### src/rtl/radix_integer_to_ascii_macros.svh
// Assertion macros for the radix integer to ASCII converter.
// Each macro expects clk and rst_n in scope at the point of use.
`ifndef RADIX_INTEGER_TO_ASCII_MACROS_SVH
`define RADIX_INTEGER_TO_ASCII_MACROS_SVH

`ifndef SYNTHESIS
// Same-cycle implication
`define RIA_ASSERT_IMP(lbl, ante, cons) \
  lbl: assert property (@(posedge clk) disable iff (!rst_n) (ante) |-> (cons)) \
    else $error("ria: same-cycle check failed");
// Next-cycle implication
`define RIA_ASSERT_NXT(lbl, ante, cons) \
  lbl: assert property (@(posedge clk) disable iff (!rst_n) (ante) |=> (cons)) \
    else $error("ria: next-cycle check failed");
`else
`define RIA_ASSERT_IMP(lbl, ante, cons)
`define RIA_ASSERT_NXT(lbl, ante, cons)
`endif

`endif

### src/rtl/ria_pkg.sv
`timescale 1ns / 1ps

package ria_pkg;

  // Default word width and register map
  localparam int VALUE_BITS_DEF = 32;
  localparam int CFG_DATA_W     = 5;
  localparam int CFG_IDX_W      = 1;

  localparam logic [CFG_IDX_W-1:0] CFG_IDX_RADIX  = 1'b0;
  localparam logic [CFG_IDX_W-1:0] CFG_IDX_SIGNED = 1'b1;

  localparam logic [CFG_DATA_W-1:0] RADIX_RESET = 5'd10;
  localparam logic [CFG_DATA_W-1:0] RADIX_MIN   = 5'd2;
  localparam logic [CFG_DATA_W-1:0] RADIX_MAX   = 5'd16;

  // Characters
  localparam logic [7:0] CHAR_MINUS  = 8'h2D;
  localparam logic [7:0] CHAR_ZERO   = 8'h30;
  localparam logic [7:0] CHAR_UPPERA = 8'h41;

  // Bits of the working word consumed per divide step
  localparam int CHUNK_BITS = 8;

  // Microcode
  typedef logic [2:0] step_t;

  localparam step_t ST_WAIT = 3'd0;
  localparam step_t ST_DIV  = 3'd1;
  localparam step_t ST_PUSH = 3'd2;
  localparam step_t ST_SIGN = 3'd3;
  localparam step_t ST_EMIT = 3'd4;

  typedef enum logic [2:0] {
    OP_NONE,
    OP_LOAD,
    OP_DIV,
    OP_PUSH,
    OP_SIGN,
    OP_EMIT
  } op_t;

  typedef enum logic [2:0] {
    C_NEVER,
    C_NO_ACCEPT,
    C_CHUNK_MORE,
    C_QUOT_NZ,
    C_SIGN_BUSY,
    C_EMIT_MORE
  } cond_t;

  typedef struct packed {
    op_t   op;
    cond_t cond;
    step_t jump;   // taken when the condition holds
    step_t next;   // taken otherwise
  } ctrl_t;

  // Control store: one word per step
  function automatic ctrl_t ucode(input step_t pc);
    ctrl_t w;
    case (pc)
      ST_WAIT: w = '{op: OP_LOAD, cond: C_NO_ACCEPT,  jump: ST_WAIT, next: ST_DIV};
      ST_DIV:  w = '{op: OP_DIV,  cond: C_CHUNK_MORE, jump: ST_DIV,  next: ST_PUSH};
      ST_PUSH: w = '{op: OP_PUSH, cond: C_QUOT_NZ,    jump: ST_DIV,  next: ST_SIGN};
      ST_SIGN: w = '{op: OP_SIGN, cond: C_SIGN_BUSY,  jump: ST_SIGN, next: ST_EMIT};
      ST_EMIT: w = '{op: OP_EMIT, cond: C_EMIT_MORE,  jump: ST_EMIT, next: ST_WAIT};
      default: w = '{op: OP_NONE, cond: C_NEVER,      jump: ST_WAIT, next: ST_WAIT};
    endcase
    return w;
  endfunction

  // Digit value to upper-case ASCII
  function automatic logic [7:0] digit_char(input logic [3:0] d);
    logic [7:0] c;
    if (d < 4'd10) begin
      c = CHAR_ZERO + {4'd0, d};
    end else begin
      c = CHAR_UPPERA + {4'd0, d} - 8'd10;
    end
    return c;
  endfunction

endpackage

### src/rtl/radix_integer_to_ascii.sv
// Channel | Direction | Ports                                                | Moves
// in      | in        | in_valid, in_stall, in_value                         | one word per item
// out     | out       | out_valid, out_stall, out_character, out_last_char   | one char per item
// cfg     | in        | cfg_we, cfg_index, cfg_data                          | register writes
//
// One word at a time: for each digit the divide unit runs its divide steps
// (8 quotient bits per cycle, then a push to the digit stack), then a sign step
// (sends any '-'), then the digits go out from the stack, most significant first;
// a new word is accepted only after the last character has been loaded.
// Reset (rst_n low, synchronous): radix 10, signed mode, sequencer waiting. in_stall
// is high from acceptance to the last character's load; out_stall holds sign and emit.
`timescale 1ns / 1ps
`include "radix_integer_to_ascii_macros.svh"

module radix_integer_to_ascii #(
  parameter int VALUE_BITS = ria_pkg::VALUE_BITS_DEF
) (
  input  logic                           clk,
  input  logic                           rst_n,
  input  logic                           in_valid,
  output logic                           in_stall,
  input  logic [VALUE_BITS-1:0]          in_value,
  output logic                           out_valid,
  input  logic                           out_stall,
  output logic [7:0]                     out_character,
  output logic                           out_last_char,
  input  logic                           cfg_we,
  input  logic [ria_pkg::CFG_IDX_W-1:0]  cfg_index,
  input  logic [ria_pkg::CFG_DATA_W-1:0] cfg_data
);
  import ria_pkg::*;

  localparam int NCH   = (VALUE_BITS + CHUNK_BITS - 1) / CHUNK_BITS;
  localparam int DW    = NCH * CHUNK_BITS;
  localparam int CHW   = (NCH > 1) ? $clog2(NCH) : 1;
  localparam int DEPTH = VALUE_BITS;
  localparam int AW    = $clog2(DEPTH);
  localparam int NW    = $clog2(DEPTH + 1);

  // Registers
  step_t                 pc_r, pc_nxt;
  logic [CFG_DATA_W-1:0] radix_r;
  logic                  signed_r;
  logic [DW-1:0]         div_r, div_nxt;
  logic [3:0]            rem_r, rem_nxt;
  logic [CHW-1:0]        chunk_r, chunk_nxt;
  logic [NW-1:0]         ndig_r, ndig_nxt;
  logic                  neg_r, neg_nxt;
  logic                  out_valid_r, out_valid_nxt;
  logic [7:0]            out_char_r, out_char_nxt;
  logic                  out_last_r, out_last_nxt;

  // Digit stack
  logic [3:0]            stack_mem [DEPTH];
  logic [3:0]            rd_data_r;
  logic [NW-1:0]         rd_cnt;
  logic [AW-1:0]         rd_addr;
  logic                  push_en;

  // Control and datapath helpers
  ctrl_t                 ctrl;
  logic                  in_acc;
  logic                  out_free;
  logic                  chunk_last;
  logic                  jump_hit;
  logic [CFG_DATA_W-1:0] base;
  logic [VALUE_BITS-1:0] mag;
  logic [CHUNK_BITS-1:0] top_bits;
  logic [CHUNK_BITS-1:0] qbits;
  logic [4:0]            trial;
  logic [3:0]            rem_step;

  assign in_stall      = (pc_r != ST_WAIT);
  assign out_valid     = out_valid_r;
  assign out_character = out_char_r;
  assign out_last_char = out_last_r;

  // Out-of-range radix values clamp to the nearest legal base
  always_comb begin
    if (radix_r < RADIX_MIN) begin
      base = RADIX_MIN;
    end else if (radix_r > RADIX_MAX) begin
      base = RADIX_MAX;
    end else begin
      base = radix_r;
    end
  end

  // Divide step: eight restoring subtractions on a 4-bit remainder
  always_comb begin
    top_bits = div_r[DW-1 -: CHUNK_BITS];
    rem_step = rem_r;
    qbits    = '0;
    trial    = '0;
    for (int i = CHUNK_BITS - 1; i >= 0; i--) begin
      trial = {rem_step, top_bits[i]};
      if (trial >= base) begin
        qbits[i] = 1'b1;
        trial    = trial - base;
      end
      rem_step = trial[3:0];
    end
  end

  assign chunk_last = (chunk_r == CHW'(NCH - 1));

  // Sequencer: decode the control word and form next values
  always_comb begin
    ctrl          = ucode(pc_r);
    in_acc        = in_valid && (pc_r == ST_WAIT);
    out_free      = !out_valid_r || !out_stall;
    div_nxt       = div_r;
    rem_nxt       = rem_r;
    chunk_nxt     = chunk_r;
    ndig_nxt      = ndig_r;
    neg_nxt       = neg_r;
    out_valid_nxt = out_valid_r && out_stall;
    out_char_nxt  = out_char_r;
    out_last_nxt  = out_last_r;
    push_en       = 1'b0;
    mag           = in_value;

    case (ctrl.op)
      OP_LOAD: begin
        if (in_acc) begin
          neg_nxt = signed_r && in_value[VALUE_BITS-1];
          if (signed_r && in_value[VALUE_BITS-1]) begin
            mag = VALUE_BITS'(0) - in_value;
          end
          div_nxt   = DW'(mag);
          rem_nxt   = '0;
          chunk_nxt = '0;
          ndig_nxt  = '0;
        end
      end
      OP_DIV: begin
        div_nxt   = (div_r << CHUNK_BITS) | DW'(qbits);
        rem_nxt   = rem_step;
        chunk_nxt = chunk_last ? '0 : chunk_r + 1'b1;
      end
      OP_PUSH: begin
        push_en  = 1'b1;
        ndig_nxt = ndig_r + 1'b1;
        rem_nxt  = '0;
      end
      OP_SIGN: begin
        if (neg_r && out_free) begin
          out_valid_nxt = 1'b1;
          out_char_nxt  = CHAR_MINUS;
          out_last_nxt  = 1'b0;
        end
      end
      OP_EMIT: begin
        if (out_free) begin
          out_valid_nxt = 1'b1;
          out_char_nxt  = digit_char(rd_data_r);
          out_last_nxt  = (ndig_r == NW'(1));
          ndig_nxt      = ndig_r - 1'b1;
        end
      end
      default: begin
      end
    endcase

    case (ctrl.cond)
      C_NO_ACCEPT:  jump_hit = !in_acc;
      C_CHUNK_MORE: jump_hit = !chunk_last;
      C_QUOT_NZ:    jump_hit = (div_r != '0);
      C_SIGN_BUSY:  jump_hit = neg_r && !out_free;
      C_EMIT_MORE:  jump_hit = !out_free || (ndig_r != NW'(1));
      default:      jump_hit = 1'b0;
    endcase

    pc_nxt = jump_hit ? ctrl.jump : ctrl.next;
  end

  // Read the top of stack for the coming cycle
  assign rd_cnt  = ndig_nxt - 1'b1;
  assign rd_addr = rd_cnt[AW-1:0];

  // Digit stack memory
  always_ff @(posedge clk) begin
    if (push_en) begin
      stack_mem[ndig_r[AW-1:0]] <= rem_r;
    end
    rd_data_r <= stack_mem[rd_addr];
  end

  // Datapath payload
  always_ff @(posedge clk) begin
    div_r      <= div_nxt;
    rem_r      <= rem_nxt;
    out_char_r <= out_char_nxt;
    out_last_r <= out_last_nxt;
  end

  // Control state and configuration
  always_ff @(posedge clk) begin
    if (!rst_n) begin
      pc_r        <= ST_WAIT;
      chunk_r     <= '0;
      ndig_r      <= '0;
      neg_r       <= 1'b0;
      out_valid_r <= 1'b0;
      radix_r     <= RADIX_RESET;
      signed_r    <= 1'b1;
    end else begin
      pc_r        <= pc_nxt;
      chunk_r     <= chunk_nxt;
      ndig_r      <= ndig_nxt;
      neg_r       <= neg_nxt;
      out_valid_r <= out_valid_nxt;
      if (cfg_we) begin
        case (cfg_index)
          CFG_IDX_RADIX:  radix_r  <= cfg_data;
          CFG_IDX_SIGNED: signed_r <= cfg_data[0];
          default: begin
          end
        endcase
      end
    end
  end

  // Checks
  `RIA_ASSERT_IMP(a_stack_bound, 1'b1, ndig_r <= NW'(DEPTH))
  `RIA_ASSERT_IMP(a_last_is_digit, out_valid_r && out_last_r, out_char_r != CHAR_MINUS)
  `RIA_ASSERT_NXT(a_accept_starts, in_valid && !in_stall, (pc_r == ST_DIV) && (chunk_r == '0) && (rem_r == 4'd0))
  `RIA_ASSERT_NXT(a_last_to_wait, (ctrl.op == OP_EMIT) && out_free && (ndig_r == NW'(1)), (pc_r == ST_WAIT) && out_last_r)

endmodule
### config.mk
export PLATFORM = sky130hd
export DESIGN_NAME = radix_integer_to_ascii
export DESIGN_NICKNAME = d
export VERILOG_FILES = /design/src/rtl/ria_pkg.sv /design/src/rtl/radix_integer_to_ascii.sv
export VERILOG_INCLUDE_DIRS = /design/src /design/src/rtl
export SDC_FILE = /design/constraint.sdc
export NUM_CORES = 1
export LEC_CHECK = 0
export ABC_AREA = 1
export BUFFER_PORTS_ARGS = -buffer_cell sky130_fd_sc_hd__buf_4
export CAP_MARGIN = 20
export CORE_UTILIZATION = 40
export DETAILED_ROUTE_END_ITERATION = 6
export SKIP_CTS_REPAIR_TIMING = 1
export SLEW_MARGIN = 20
export SYNTH_ARGS = -nofsm -noshare
export SYNTH_HDL_FRONTEND = slang
export SYNTH_SLANG_ARGS = --single-unit
### constraint.sdc
create_clock -name clk -period 13.65 [get_ports clk]
set_input_delay 1.365 -clock clk [delete_from_list [all_inputs] [get_ports clk]]
set_output_delay 1.365 -clock clk [all_outputs]
set_load 0.02 [all_outputs]
[Word-level counts from Yosys, hierarchy flattened]
Memory sizes are Yosys's and may differ from the RTL's. A register that Yosys moved wholly into a read port is not among the register bits.
Index checks and enable logic that the tools add are counted.
Word-level totals
  register bits: 64
  RAM bits: 128
  input bits: 43
  word-level logic and storage cells: 130
  memories: 1
Memory list
  stack_mem: depth 32, width 4, rd ports 1, clocked after memory_dff 1, wr ports 1, RTL line radix_integer_to_ascii.sv:54  | logic [3:0] stack_mem [DEPTH];
Cells by class
  $add $sub $neg: 16
  magnitude comparators: 11
  equal/unequal tests: 20
  multiplexer cells: 45
  bitwise logic cells: 2
  reduce and logical (&&, ||, !) cells: 24
Operators with widths (count)
  32-bit 2-to-1 mux: 2
  32-bit one-hot mux with 2 select lines: 1
  12-bit one-hot mux with 5 select lines: 1
  5-bit greater-or-equal comparator: 8
  4-bit 2-to-1 mux: 9
  32-bit by 8-bit bitwise OR with 32-bit output: 1
  32-bit nonzero test: 1
  1-bit by 32-bit subtractor with 32-bit output (first input constant): 1
  4-bit subtractor: 8
  8-bit 2-to-1 mux: 3
  3-bit by 2-bit equality test with 1-bit output (second input constant): 6
  6-bit one-hot mux with 3 select lines: 1
  8-bit one-hot mux with 2 select lines: 1
  3-bit equality test (second input constant): 5
  1-bit 2-to-1 mux: 15
  6-bit 2-to-1 mux: 2
  4-bit one-hot mux with 3 select lines: 1
  5-bit 2-to-1 mux: 2
  2-bit AND reduction: 5
  3-bit by 1-bit equality test with 1-bit output (second input constant): 3
  7-bit by 4-bit adder with 8-bit output (first input constant): 1
  8-bit by 4-bit subtractor with 8-bit output (second input constant): 1
  6-bit by 4-bit adder with 7-bit output (first input constant): 1
  6-bit by 1-bit adder with 6-bit output (second input constant): 1
  other kinds (23): 38

[Depth between registers and ports, before layout]
Gate-level depths: netlist of the first run.
  word-level depth: 21
  gate-level depth with buffers: 79
  depth with buffers taken out: 79

[Worst setup path before layout of the first run]
No wires, ideal clock.
  path type: flip-flop to flip-flop
  from: reg radix_r[1]
  to: reg rem_r[1] (data pin)
  library setup time: 0.255 ns
  data arrival time: 10.778 ns
  required time: 13.395 ns
  setup slack: 2.617 ns
  cell stages (with the launch flop): 70
  buffers on the path: 0
  period minus slack after synthesis: 11.033 ns
  path through: dfxtp_1 nor2_1 inv_1 nor2_1 o21ai_0 ha_1 nand2_1 inv_1 nand4_1 nand3_1 o21ai_0 ha_1 a21oi_1 o21ai_0 nand2_1 nand2_1 a21oi_1 nand3_1 (+34 left out) a21oi_1 o21ai_0 nand2_1 nand3b_1 a21oi_2 nand2_1 o21a_1 ha_1 nand3_1 nand2_1 nand2_1 nand3b_1 a21o_1 inv_1 nor2_1 nor2_1 o21ai_0 inv_1
Between the ends
  word-level cells in the longest chain between the ends: 20
RTL lines
  start, declared: RTL line radix_integer_to_ascii.sv:42  | logic [CFG_DATA_W-1:0] radix_r;
  start signal, assigned: RTL line radix_integer_to_ascii.sv:215  | CFG_IDX_RADIX: radix_r <= cfg_data;
  5-bit > comparator: RTL line radix_integer_to_ascii.sv:82  | end else if (radix_r > RADIX_MAX) begin
  5-bit 2-to-1 mux: RTL line radix_integer_to_ascii.sv:82
  5-bit 2-to-1 mux (*): RTL line radix_integer_to_ascii.sv:80  | if (radix_r < RADIX_MIN) begin
  4-bit subtractor or 5-bit greater-or-equal comparator (tied branches): RTL line radix_integer_to_ascii.sv:99, radix_integer_to_ascii.sv:97
  4-bit 2-to-1 mux: RTL line radix_integer_to_ascii.sv:97  | if (trial >= base) begin
  4-bit subtractor or 5-bit greater-or-equal comparator (tied branches): RTL line radix_integer_to_ascii.sv:99, radix_integer_to_ascii.sv:97
  4-bit 2-to-1 mux: RTL line radix_integer_to_ascii.sv:97
  4-bit subtractor or 5-bit greater-or-equal comparator (tied branches): RTL line radix_integer_to_ascii.sv:99, radix_integer_to_ascii.sv:97
  (+4 left out)
  4-bit 2-to-1 mux: RTL line radix_integer_to_ascii.sv:97
  4-bit subtractor or 5-bit greater-or-equal comparator (tied branches): RTL line radix_integer_to_ascii.sv:99, radix_integer_to_ascii.sv:97
  4-bit 2-to-1 mux: RTL line radix_integer_to_ascii.sv:97
  5-bit greater-or-equal comparator or 4-bit subtractor (tied branches): RTL line radix_integer_to_ascii.sv:97, radix_integer_to_ascii.sv:99
  4-bit 2-to-1 mux: RTL line radix_integer_to_ascii.sv:97
  4-bit subtractor or 5-bit greater-or-equal comparator (tied branches): RTL line radix_integer_to_ascii.sv:99, radix_integer_to_ascii.sv:97
  4-bit 2-to-1 mux (*): RTL line radix_integer_to_ascii.sv:97
  4-bit one-hot mux with 3 select lines (*): RTL line radix_integer_to_ascii.sv:123  | case (ctrl.op)
  end signal, assigned: RTL line radix_integer_to_ascii.sv:192  | rem_r <= rem_nxt;
  end, declared: RTL line radix_integer_to_ascii.sv:45  | logic [3:0] rem_r, rem_nxt;
Every way passes the cells marked *; elsewhere a longest branch is shown, timed or not.
A chain may end at the register's enable or synchronous reset.

[Final worst setup path of the first run]
  from: reg radix_r[1]
  to: reg rem_r[2] (data pin)
Same word-level chain as after synthesis.

==> impl_results.md, run 1 <==
- Yosys cell types: between 40 and 50
- Worst path max stage delay: between 400 and 500 ps
- Slew Limit Fails: 0
- Initial Util: 0.411
- GRT Resource Usage Total: 0.199
- Post-synthesis sequential area ratio: 0.487
- Routed vias/inst: 5.23
- # IOs: between 50 and 60
- Area leader, netlist: edfxtp_1
- CP required: 13,950 ps
- Fillers: about 2,800
- Post-synth top flop: edfxtp_1
- Drt total wl: roughly 28 mm
- GR peak layer: met2
- Kind of end point of the critical path: flip-flop
- Initial antenna violation count: 0
- Status: finished clean
- Tcrit/Tclk final: 0.895
- Post-synthesis cell count: around 1,300
- Post-route cell area: approximately 13,000 um^2
- Via count: slightly above 9,000
- GRT Residual Overflow: 0
- DP Area: 12,300 um^2
- Placed cell count: 1,730
- CP most frequent cell: nand2_1
- Chip Height: about 170 um
- Final hold viol count: 0
- Nets: approximately 1,500
- WHS: about 460 ps
- Die X: between 150 and 200 um
- Post-Layout Cell Count: about 1,800
- Largest net degree at the start of global routing: 66
- Setup TNS: 0 ps
- Ys Warns: 0
- Async SR Flop Fraction: 0
- Synth Net Count: 1,436
- Drt first pass iters: 6
- Synth Register Bits: between 150 and 200
- Setup Viol. Count Final: 0
- GRT met1 Usage: 0.256
- CTS tree: done
- Fraction of layout cells with a size suffix above 1: 0.0954
- RePlAce Congestion: approximately 0.9
- H-Tree Depth: 4
- Dominant cell by count in the synthesized netlist: nand2_1
- Total CTS buffers: 17
- Met3 Use GR: 0.0316
- Worst-Skew Late Latency: about 440 ps
- Most frequent cells after synthesis: 289 x nand2_1, 203 x nand3_1, 180 x inv_1, 172 x edfxtp_1, 95 x nor2_1
- Clk slew on worst S/H paths: 70 ps
- Core Region: 28,100 um^2
- Synthesized area: about 12,000 um^2
- DIE AREA: roughly 30,000 um^2
- CTS sink cnt: 195
- Vias in the first global route: slightly below 9,000
- Routed wire per std cell: 16.2 um
- P&R area growth vs syn: 11.3%
- DRC viols: 0
- Max cap viols: 0
- RSZ-0062 raised after global routing: false
- Hpwl dp: around 20 mm
- Measured slew at the worst slew-check pin: about 870 ps
- Slowest cell on the critical path: ha_1
- Hold crit path type: flip-flop to flip-flop
- Max_slew headroom: 0.423
- M2 GR Usage: 0.341
- Startpoint types: flip-flop
- Clk_skew: roughly 17 ps
- Crit Path Category: flip-flop to flip-flop
- Worst-case clock buffer depth: 2
- Synth top area cells: edfxtp_1 45%, nand2_1 9.4%, nand3_1 8.8%
- Synth top area share: 0.447
- PortBufs: 52
- Detailed router's first-iteration violation count: 760
- CP arrival: 12,520 ps
- Min Tclk post-route: about 12,000 ps
- CP Max Fanout: 10
- Fmax: 81.8 MHz
- First-pass GRT wire length: approximately 45 mm
- CTS root buf: clkbuf_16
- Syn Area/Cell: slightly below 9 um^2
- Antenna Nets Post-Route: 0
- Diodes inserted: 0
- Num rows: between 60 and 70
- Post-synth EDFFs: approximately 170
[metal layers]
layer  up-vias  share of wire
li1       4570              -
met4         0          0.021
met2       238           0.49
met5         -              0
met3        40          0.043
met1      4359           0.45
[through the flow]
stage / util / worst slack [ps]
6_report: 0.458 / 1430
3_5_place_dp: 0.436 / 1460
4_1_cts: 0.458 / 1440
2_1_floorplan: - / 2620
5_1_grt: 0.458 / 179
3_3_place_gp: 0.436 / 2040
[cell usage in the layout, fill, tap and decap left out, types with 4 or more instances in the layout]
cell	count
nand2_1	289
nand3_1	203
inv_1	179
edfxtp_1	172
nor2_1	95
buf_4	63
o21ai_0	56
ha_1	49
nand3b_1	41
a21oi_1	30
dfxtp_1	23
nand4_1	20
xor2_1	19
clkbuf_16	19
xnor2_1	16
inv_2	11
nor4_1	9
fa_1	8
o31ai_1	7
a31oi_1	7
or2_2	7
and2_1	7
inv_6	6
nand3_2	5
nand2_2	4
o211ai_1	4
nor3_1	4
[critical path: cells and delay by family, from the launching register on]
family / cells / cell delay, ps
flip-flops: 1 / 330
AO/OA/AOI/OAI: 25 / 5060
buffers and inverters: 3 / 250
adder cells (fa/ha/maj): 8 / 2580
AND/OR/NAND/NOR: 30 / 3840
[state kept, by name (all words and copies together) (netlist names)]
signal / flops
chunk_r: 2
out_character: 7
rd_data_r: 4
pc_r: 3
out_valid: 1
div_r: 32
ndig_r: 6
rem_r: 4
stack_mem: 128
radix_r: 5
out_last_char: 1
neg_r: 1
signed_r: 1
[final timing paths]
kind	cells after the start	slack [ps]	start	to
worst max register to register	66	1430	radix_r[1]	rem_r[2]
worst min register to register	1	460	chunk_r[0]	chunk_r[0]
worst min-delay path	1	460	chunk_r[0]	chunk_r[0]
worst max-delay path	66	1430	radix_r[1]	rem_r[2]
[kinds of logic (layout without fill, tap and decap cells)]
group	count (synthesis)	after routing	share of synthesized area
xor+xnor	36	36	0.0279
compound gates	114	114	0.0546
simple gates	696	696	0.280
buf+inv	237	285	0.0829
other cells	1	1	0.000325
flops	195	195	0.487
fa+ha+maj	57	57	0.0669
[area by class of cell]
type	count	area, um^2	share of cell area
repair buffers	63	473	0.0368
flip-flops and latches	195	5630	0.438
multi-input cells	904	4980	0.387
well taps	378	473	0.0368
clock inverters	11	108	0.00837
clock buffers	21	483	0.0376
inverters	190	713	0.0555
Power of run 1 is not shown: default switching activity piles up to over one toggle a cycle in this logic, so the estimate is an artifact.
==> inputs of run 2 (changes only) <==
--- a/config.mk
+++ b/config.mk
@@ -6,7 +6,6 @@
 export SDC_FILE = /design/constraint.sdc
 export NUM_CORES = 1
 export LEC_CHECK = 0
-export ABC_AREA = 1
 export BUFFER_PORTS_ARGS = -buffer_cell sky130_fd_sc_hd__buf_4
 export CAP_MARGIN = 20
 export CORE_UTILIZATION = 40
==> run 2 against run 1 <==
Compared with the run above: register-to-register slack worse by 450 ps; synthesized cell count is 30% lower; via count is 23% lower; synthesized area is 5.1% lower; sequential cell count stayed put; utilization is 0.072 points lower; wire length is 18% lower; final cell count is 24% lower; critical path depth is 11 lower; die area is 5.0% lower; cell area is 4.2% lower; global-route usage is 2.8 points lower.
==> impl_results.md, run 2 <==
- Placed cell count: 1,301 (-25%)
- Max reg flops: 128 (unchanged)
- Slowest cell on the critical path: mux2_2
- Register area: 5630 um^2 (unchanged)
- Kind of end point of the critical path: flip-flop
- Worst-case clock buffer depth: 2 (unchanged)
- Vias in the first global route: 6,927 (-20%)
- CTS sink cnt: 195 (unchanged)
- Synth Net Count: 1,035 (-28%)
- Total CTS buffers: 17 (unchanged)
- Synthesized area: 11,000 um^2 (-5.1%)
- Hpwl dp: 16.5 mm (-16%)
- H-Tree Depth: 4 (unchanged)
- CTS tree: done
- GR peak layer: met2
- Min Tclk post-route: 12,660 ps (+446 ps)
- Status: finished clean
- Met3 Use GR: 0.0227 (-0.00890)
- Measured slew at the worst slew-check pin: 1070 ps (+200 ps)
- PortBufs: 52 (unchanged)
- Area leader, netlist: edfxtp_1
- Worst-Skew Late Latency: 440 ps (about the same)
- Post-synth top flop: edfxtp_1
- GRT met1 Usage: 0.227 (-0.0290)
- DP Area: 11,700 um^2 (-4.8%)
- Final setup margin: 986 ps (-446 ps)
- Ys Warns: 0 (unchanged)
- Routed vias/inst: 5.31 (+1.6%)
- Chip Height: 168 um (-2.5%)
- Routed wire per std cell: 17.6 um (+8.8%)
- FF-to-FF Start: radix_r[4]
- Clk_skew: 14.9 ps (-2.13 ps)
- Bufs and invs on worst path: 4 (+1)
- Largest net degree at the start of global routing: 64 (-3.0%)
- Die X: 168 um (-2.5%)
- Worst path max stage delay: 430 ps (-20 ps)
- M2 GR Usage: 0.294 (-0.0473)
- Synth Register Bits: 195 (unchanged)
- GRT Resource Usage Total: 0.171 (-0.0280)
- Nets: 1,079 (-27%)
- GRT Residual Overflow: 0 (unchanged)
- Fraction of layout cells with a size suffix above 1: 0.128 (+0.0326)
- DIE AREA: 28,100 um^2 (-5.0%)
- Clk slew on worst S/H paths: 80 ps (about the same)
- Post-synthesis sequential area ratio: 0.513 (+0.0259)
- Via count: 7,076 (-23%)
- Post-route cell area: 12,300 um^2 (-4.2%)
- CP arrival: 12,910 ps (+390 ps)
- Pre-CTS setup slack: 673 ps (-790 ps)
- DRC viols: 0 (unchanged)
- P&R area growth vs syn: 12.3%
- Synth top area share: 0.471 (+0.0238)
- Crit Path Category: flip-flop to flip-flop
- CP Max Fanout: 13 (+3)
- Multi-input gate area: 4990 um^2 (+0.25%)
- Hold crit path type: flip-flop to flip-flop
- RePlAce Congestion: 0.863 (-1.9%)
- Startpoint types: flip-flop
- Post-Layout Cell Count: 1,333 (-24%)
- Post-synth EDFFs: 172 (unchanged)
- Final hold viol count: 0 (unchanged)
- Slew Limit Fails: 0 (unchanged)
- Diodes inserted: 0 (unchanged)
- Max cap viols: 0 (unchanged)
- Antenna Nets Post-Route: 0 (unchanged)
- Commonest cells after routing, fill and taps aside: 172 x edfxtp_1, 128 x mux2i_1, 77 x nand2_1, 65 x nor2_1, 64 x buf_4
- CP required: 13,900 ps (-50 ps)
- Syn Area/Cell: 11.7 um^2 (+36%)
- Hold Startpoint: neg_r
- Yosys cell types: 72 (+64%)
- Largest delay share family, worst path: compound AO/OA/AOI/OAI gates
- CP most frequent cell: a21o_1
- # IOs: 54 (unchanged)
- First-pass GRT wire length: 37.2 mm (-17%)
- Initial Util: 0.407 (-0.00434)
- Detailed router's first-iteration violation count: 498 (-34%)
- Initial antenna violation count: 0 (unchanged)
- Num rows: 60 (-1.6%)
- Fillers: 2,489 (-9.7%)
- Synth top area cells: edfxtp_1 47%, mux2i_1 12%, ha_1 5.6%
- RSZ-0062 raised after global routing: false
- Drt total wl: 23.5 mm (-18%)
- Drt first pass iters: 4 (-2)
- Setup Viol. Count Final: 0 (unchanged)
- CTS root buf: clkbuf_16
- CP Launch Point: radix_r[4]
- Tcrit/Tclk final: 0.928 (+0.0326)
- Most frequent cells after synthesis: 172 x edfxtp_1, 128 x mux2i_1, 77 x nand2_1, 65 x nor2_1
- Fmax: 79.0 MHz (-3.5%)
- Setup TNS: 0 ps (unchanged)
- Core Region: 27,000 um^2 (-4.0%)
- Max_slew headroom: 0.290 (-0.133)
- Dominant cell by count in the synthesized netlist: edfxtp_1
- Async SR Flop Fraction: 0 (unchanged)
- Commonest non-fill, non-tap cell in the layout: edfxtp_1
- Post-synthesis cell count: 935 (-30%)
[run 2: cell types whose count changed in the layout (fill, tap and decap cells not counted), sizes merged, moves of 11 or more]
cell    change
a21o       +30
inv       -145
mux2       +11
mux2i     +128
nand2     -217
nand2b     +11
nand3     -195
nand3b     -36
nand4      -16
nor2       -32
nor2b      +11
xnor2      +11
[run 2: kinds of logic after synthesis]
kind of cell | synth area share
mux | 0.131
fa+ha+maj | 0.0705
simple gates | 0.104
flops | 0.513
compound gates | 0.103
buf+inv | 0.0351
xor+xnor | 0.0434
other cells | 0.000342
[run 2: metal layers]
| metal | wire (um) | share of wire |
|---|---|---|
| met5 | 0 | 0 |
| met4 | 247 | 0.011 |
| met3 | 584 | 0.025 |
| met2 | 11500 | 0.49 |
| met1 | 11200 | 0.48 |
[run 2: worst register-to-register path, delay by kind of cell, from the launching register on]
family,cells,cell delay [ps]
adders and majority gates,8,2350
DFF,1,300
buffers and inverters,4,400
and+or+nand+nor,5,1250
AOI/OAI and AO/OA,33,6330
muxes,5,1860
[run 2: cell type report]
cell class,instances,share of cell area
Clock buffer,17,0.0345
Clock inverter,15,0.0169
Inverter,42,0.0128
Multi-Input combinational cell,659,0.405
Sequential cell,195,0.457
Tap cell,341,0.0346
Timing Repair Buffer,64,0.0390
[run 2: final timing paths]
path / cells after the start / slack (ps) / end
max: 55 / 990 / rem_r[3]
min: 2 / 520 / neg_r
max reg2reg: 55 / 990 / rem_r[3]
min reg2reg: 2 / 520 / neg_r
[run 2: stage by stage]
step           utilization  hold WS [ps]
2_1_floorplan            -           460
3_3_place_gp         0.433           479
3_5_place_dp         0.433           505
4_1_cts              0.457           523
5_1_grt              0.457           542
6_report             0.457           523
Power of run 2 is left out for the same reason.
==> inputs of run 3 (changes only) <==
--- a/config.mk
+++ b/config.mk
@@ -8,6 +8,7 @@
 export LEC_CHECK = 0
 export BUFFER_PORTS_ARGS = -buffer_cell sky130_fd_sc_hd__buf_4
 export CAP_MARGIN = 20
+export CORE_MARGIN = 4
 export CORE_UTILIZATION = 40
 export DETAILED_ROUTE_END_ITERATION = 6
 export SKIP_CTS_REPAIR_TIMING = 1
==> constraint.sdc (replaced) <==
create_clock -name clk -period 15.9 [get_ports clk]
set_input_delay 1.59 -clock clk [delete_from_list [all_inputs] [get_ports clk]]
set_output_delay 1.59 -clock clk [all_outputs]
set_load 0.02 [all_outputs]
==> run 3 against run 2 <==
Compared with the run above: clock-buffer cell count unchanged; non-clock buffer count fell by 2; hold slack worse by 8.0 ps; global-route usage decreased by 1.6 points; sequential share of layout area increased by 0.15 points; fmax is 6.4% lower; die area grew 7.3%; critical path type unchanged; critical endpoint unchanged.
==> impl_results.md, run 3 (same netlist as run 2, synthesis figures left out) <==
- Tcrit/Tclk final: 0.851 (-0.0768)
- First-pass GRT wire length: 37.3 mm (+0.30%)
- Pre-CTS setup slack: 2350 ps (+1680 ps)
- Routed wire per std cell: 17.6 um (-0.18%)
- Initial Util: 0.407 (unchanged)
- # IOs: 54 (unchanged)
- Max reg flops: 128 (unchanged)
- Min Tclk post-route: 13,530 ps (+867 ps)
- PortBufs: 52 (unchanged)
- Num rows: 60 (unchanged)
- Startpoint types: flip-flop
- DRC viols: 0 (unchanged)
- Core Region: 27,000 um^2 (unchanged)
- GRT Resource Usage Total: 0.155 (-0.0163)
- GRT Residual Overflow: 0 (unchanged)
- Max cap viols: 0 (unchanged)
- Commonest non-fill, non-tap cell in the layout: edfxtp_1
- CTS tree: done
- Fmax: 73.9 MHz (-6.4%)
- H-Tree Depth: 4 (unchanged)
- CP most frequent cell: a21o_1
- Clk slew on worst S/H paths: 70 ps (about the same)
- DIE AREA: 30,100 um^2 (+7.3%)
- Chip Height: 174 um (+3.6%)
- Slowest cell on the critical path: a21oi_1
- Setup TNS: 0 ps (unchanged)
- Largest net degree at the start of global routing: 64 (unchanged)
- Status: finished clean
- Diodes inserted: 0 (unchanged)
- Hold crit path type: flip-flop to flip-flop
- Final hold viol count: 0 (unchanged)
- CP arrival: 13,780 ps (+870 ps)
- Slew Limit Fails: 0 (unchanged)
- Worst path max stage delay: 590 ps (+160 ps)
- Multi-input gate area: 4990 um^2 (-0.10%)
- Drt first pass iters: 5 (+1)
- P&R area growth vs syn: 11.9%
- Setup Viol. Count Final: 0 (unchanged)
- Kind of end point of the critical path: flip-flop
- CTS sink cnt: 195 (unchanged)
- Worst-Skew Late Latency: 440 ps (about the same)
- Crit Path Category: flip-flop to flip-flop
- Via count: 7,055 (-0.30%)
- CTS root buf: clkbuf_16
- Drt total wl: 23.4 mm (-0.33%)
- Vias in the first global route: 7,077 (+2.2%)
- Total CTS buffers: 17 (unchanged)
- Detailed router's first-iteration violation count: 530 (+6.4%)
- Final setup margin: 2370 ps (+1380 ps)
- Max_slew headroom: 0.258 (-0.0323)
- Worst-case clock buffer depth: 2 (unchanged)
- Die X: 174 um (+3.6%)
- CP required: 16,150 ps (+2250 ps)
- Commonest cells after routing, fill and taps aside: 172 x edfxtp_1, 128 x mux2i_1, 77 x nand2_1, 65 x nor2_1, 62 x buf_4
- DP Area: 11,700 um^2 (-0.13%)
- Routed vias/inst: 5.30 (-0.15%)
- Fillers: 2,506 (+0.68%)
- Fraction of layout cells with a size suffix above 1: 0.124 (-0.00378)
- Register area: 5630 um^2 (unchanged)
- Measured slew at the worst slew-check pin: 1110 ps (+48.5 ps)
- Post-route cell area: 12,300 um^2 (-0.32%)
- RePlAce Congestion: 0.840 (-2.7%)
- Antenna Nets Post-Route: 0 (unchanged)
- Nets: 1,077 (-0.19%)
- Initial antenna violation count: 0 (unchanged)
- CP Max Fanout: 13 (unchanged)
- Clk_skew: 18.3 ps (+3.44 ps)
- Hpwl dp: 16.4 mm (-0.40%)
- RSZ-0062 raised after global routing: false
run 3: changes by cell type in the layout (fill, tap and decap cells not counted), sizes merged:
cell    change
buf         -2
bufinv      +1
inv         -5
clkinv      +4
run 3: cell type report:
class,instances,share of cell area
clock inverters,15,0.0153
flip-flops and latches,195,0.458
multi-input cells,659,0.406
well taps,341,0.0348
repair buffers,62,0.0379
inverters,42,0.0128
clock buffers,17,0.0347
run 3: worst max-delay path: cells and delay by family (launching register included):
family / cells / cell delay, ps
adders and majority gates: 8 / 2390
AOI/OAI and AO/OA: 33 / 7030
buffers and inverters: 3 / 510
DFF: 1 / 300
and+or+nand+nor: 5 / 1220
muxes: 5 / 1880
run 3: stage by stage:
step                instances  hold slack (ps)   util
global placement         1299              490  0.433
finish                   1331              515  0.455
floorplan                 935              460      -
global route             1331              538  0.455
detailed placement       1299              507  0.433
CTS                      1331              518  0.455
run 3: worst paths after layout:
path | to | slack (ps) | depth (start not counted) | from
worst max-delay path | rem_r[3] | 2370 | 54 | radix_r[4]
worst min-delay path | neg_r | 520 | 2 | neg_r
worst max register to register | rem_r[3] | 2370 | 54 | radix_r[4]
worst min register to register | neg_r | 520 | 2 | neg_r
run 3: metal layers:
metal,vias up,track usage,routed length (um)
met5,-,0,0
met2,129,0.262,11200
met4,0,0.0343,294
met3,19,0.0279,759
li1,3531,-,-
met1,3376,0.209,11100
Power of run 3 is left out for the same reason.
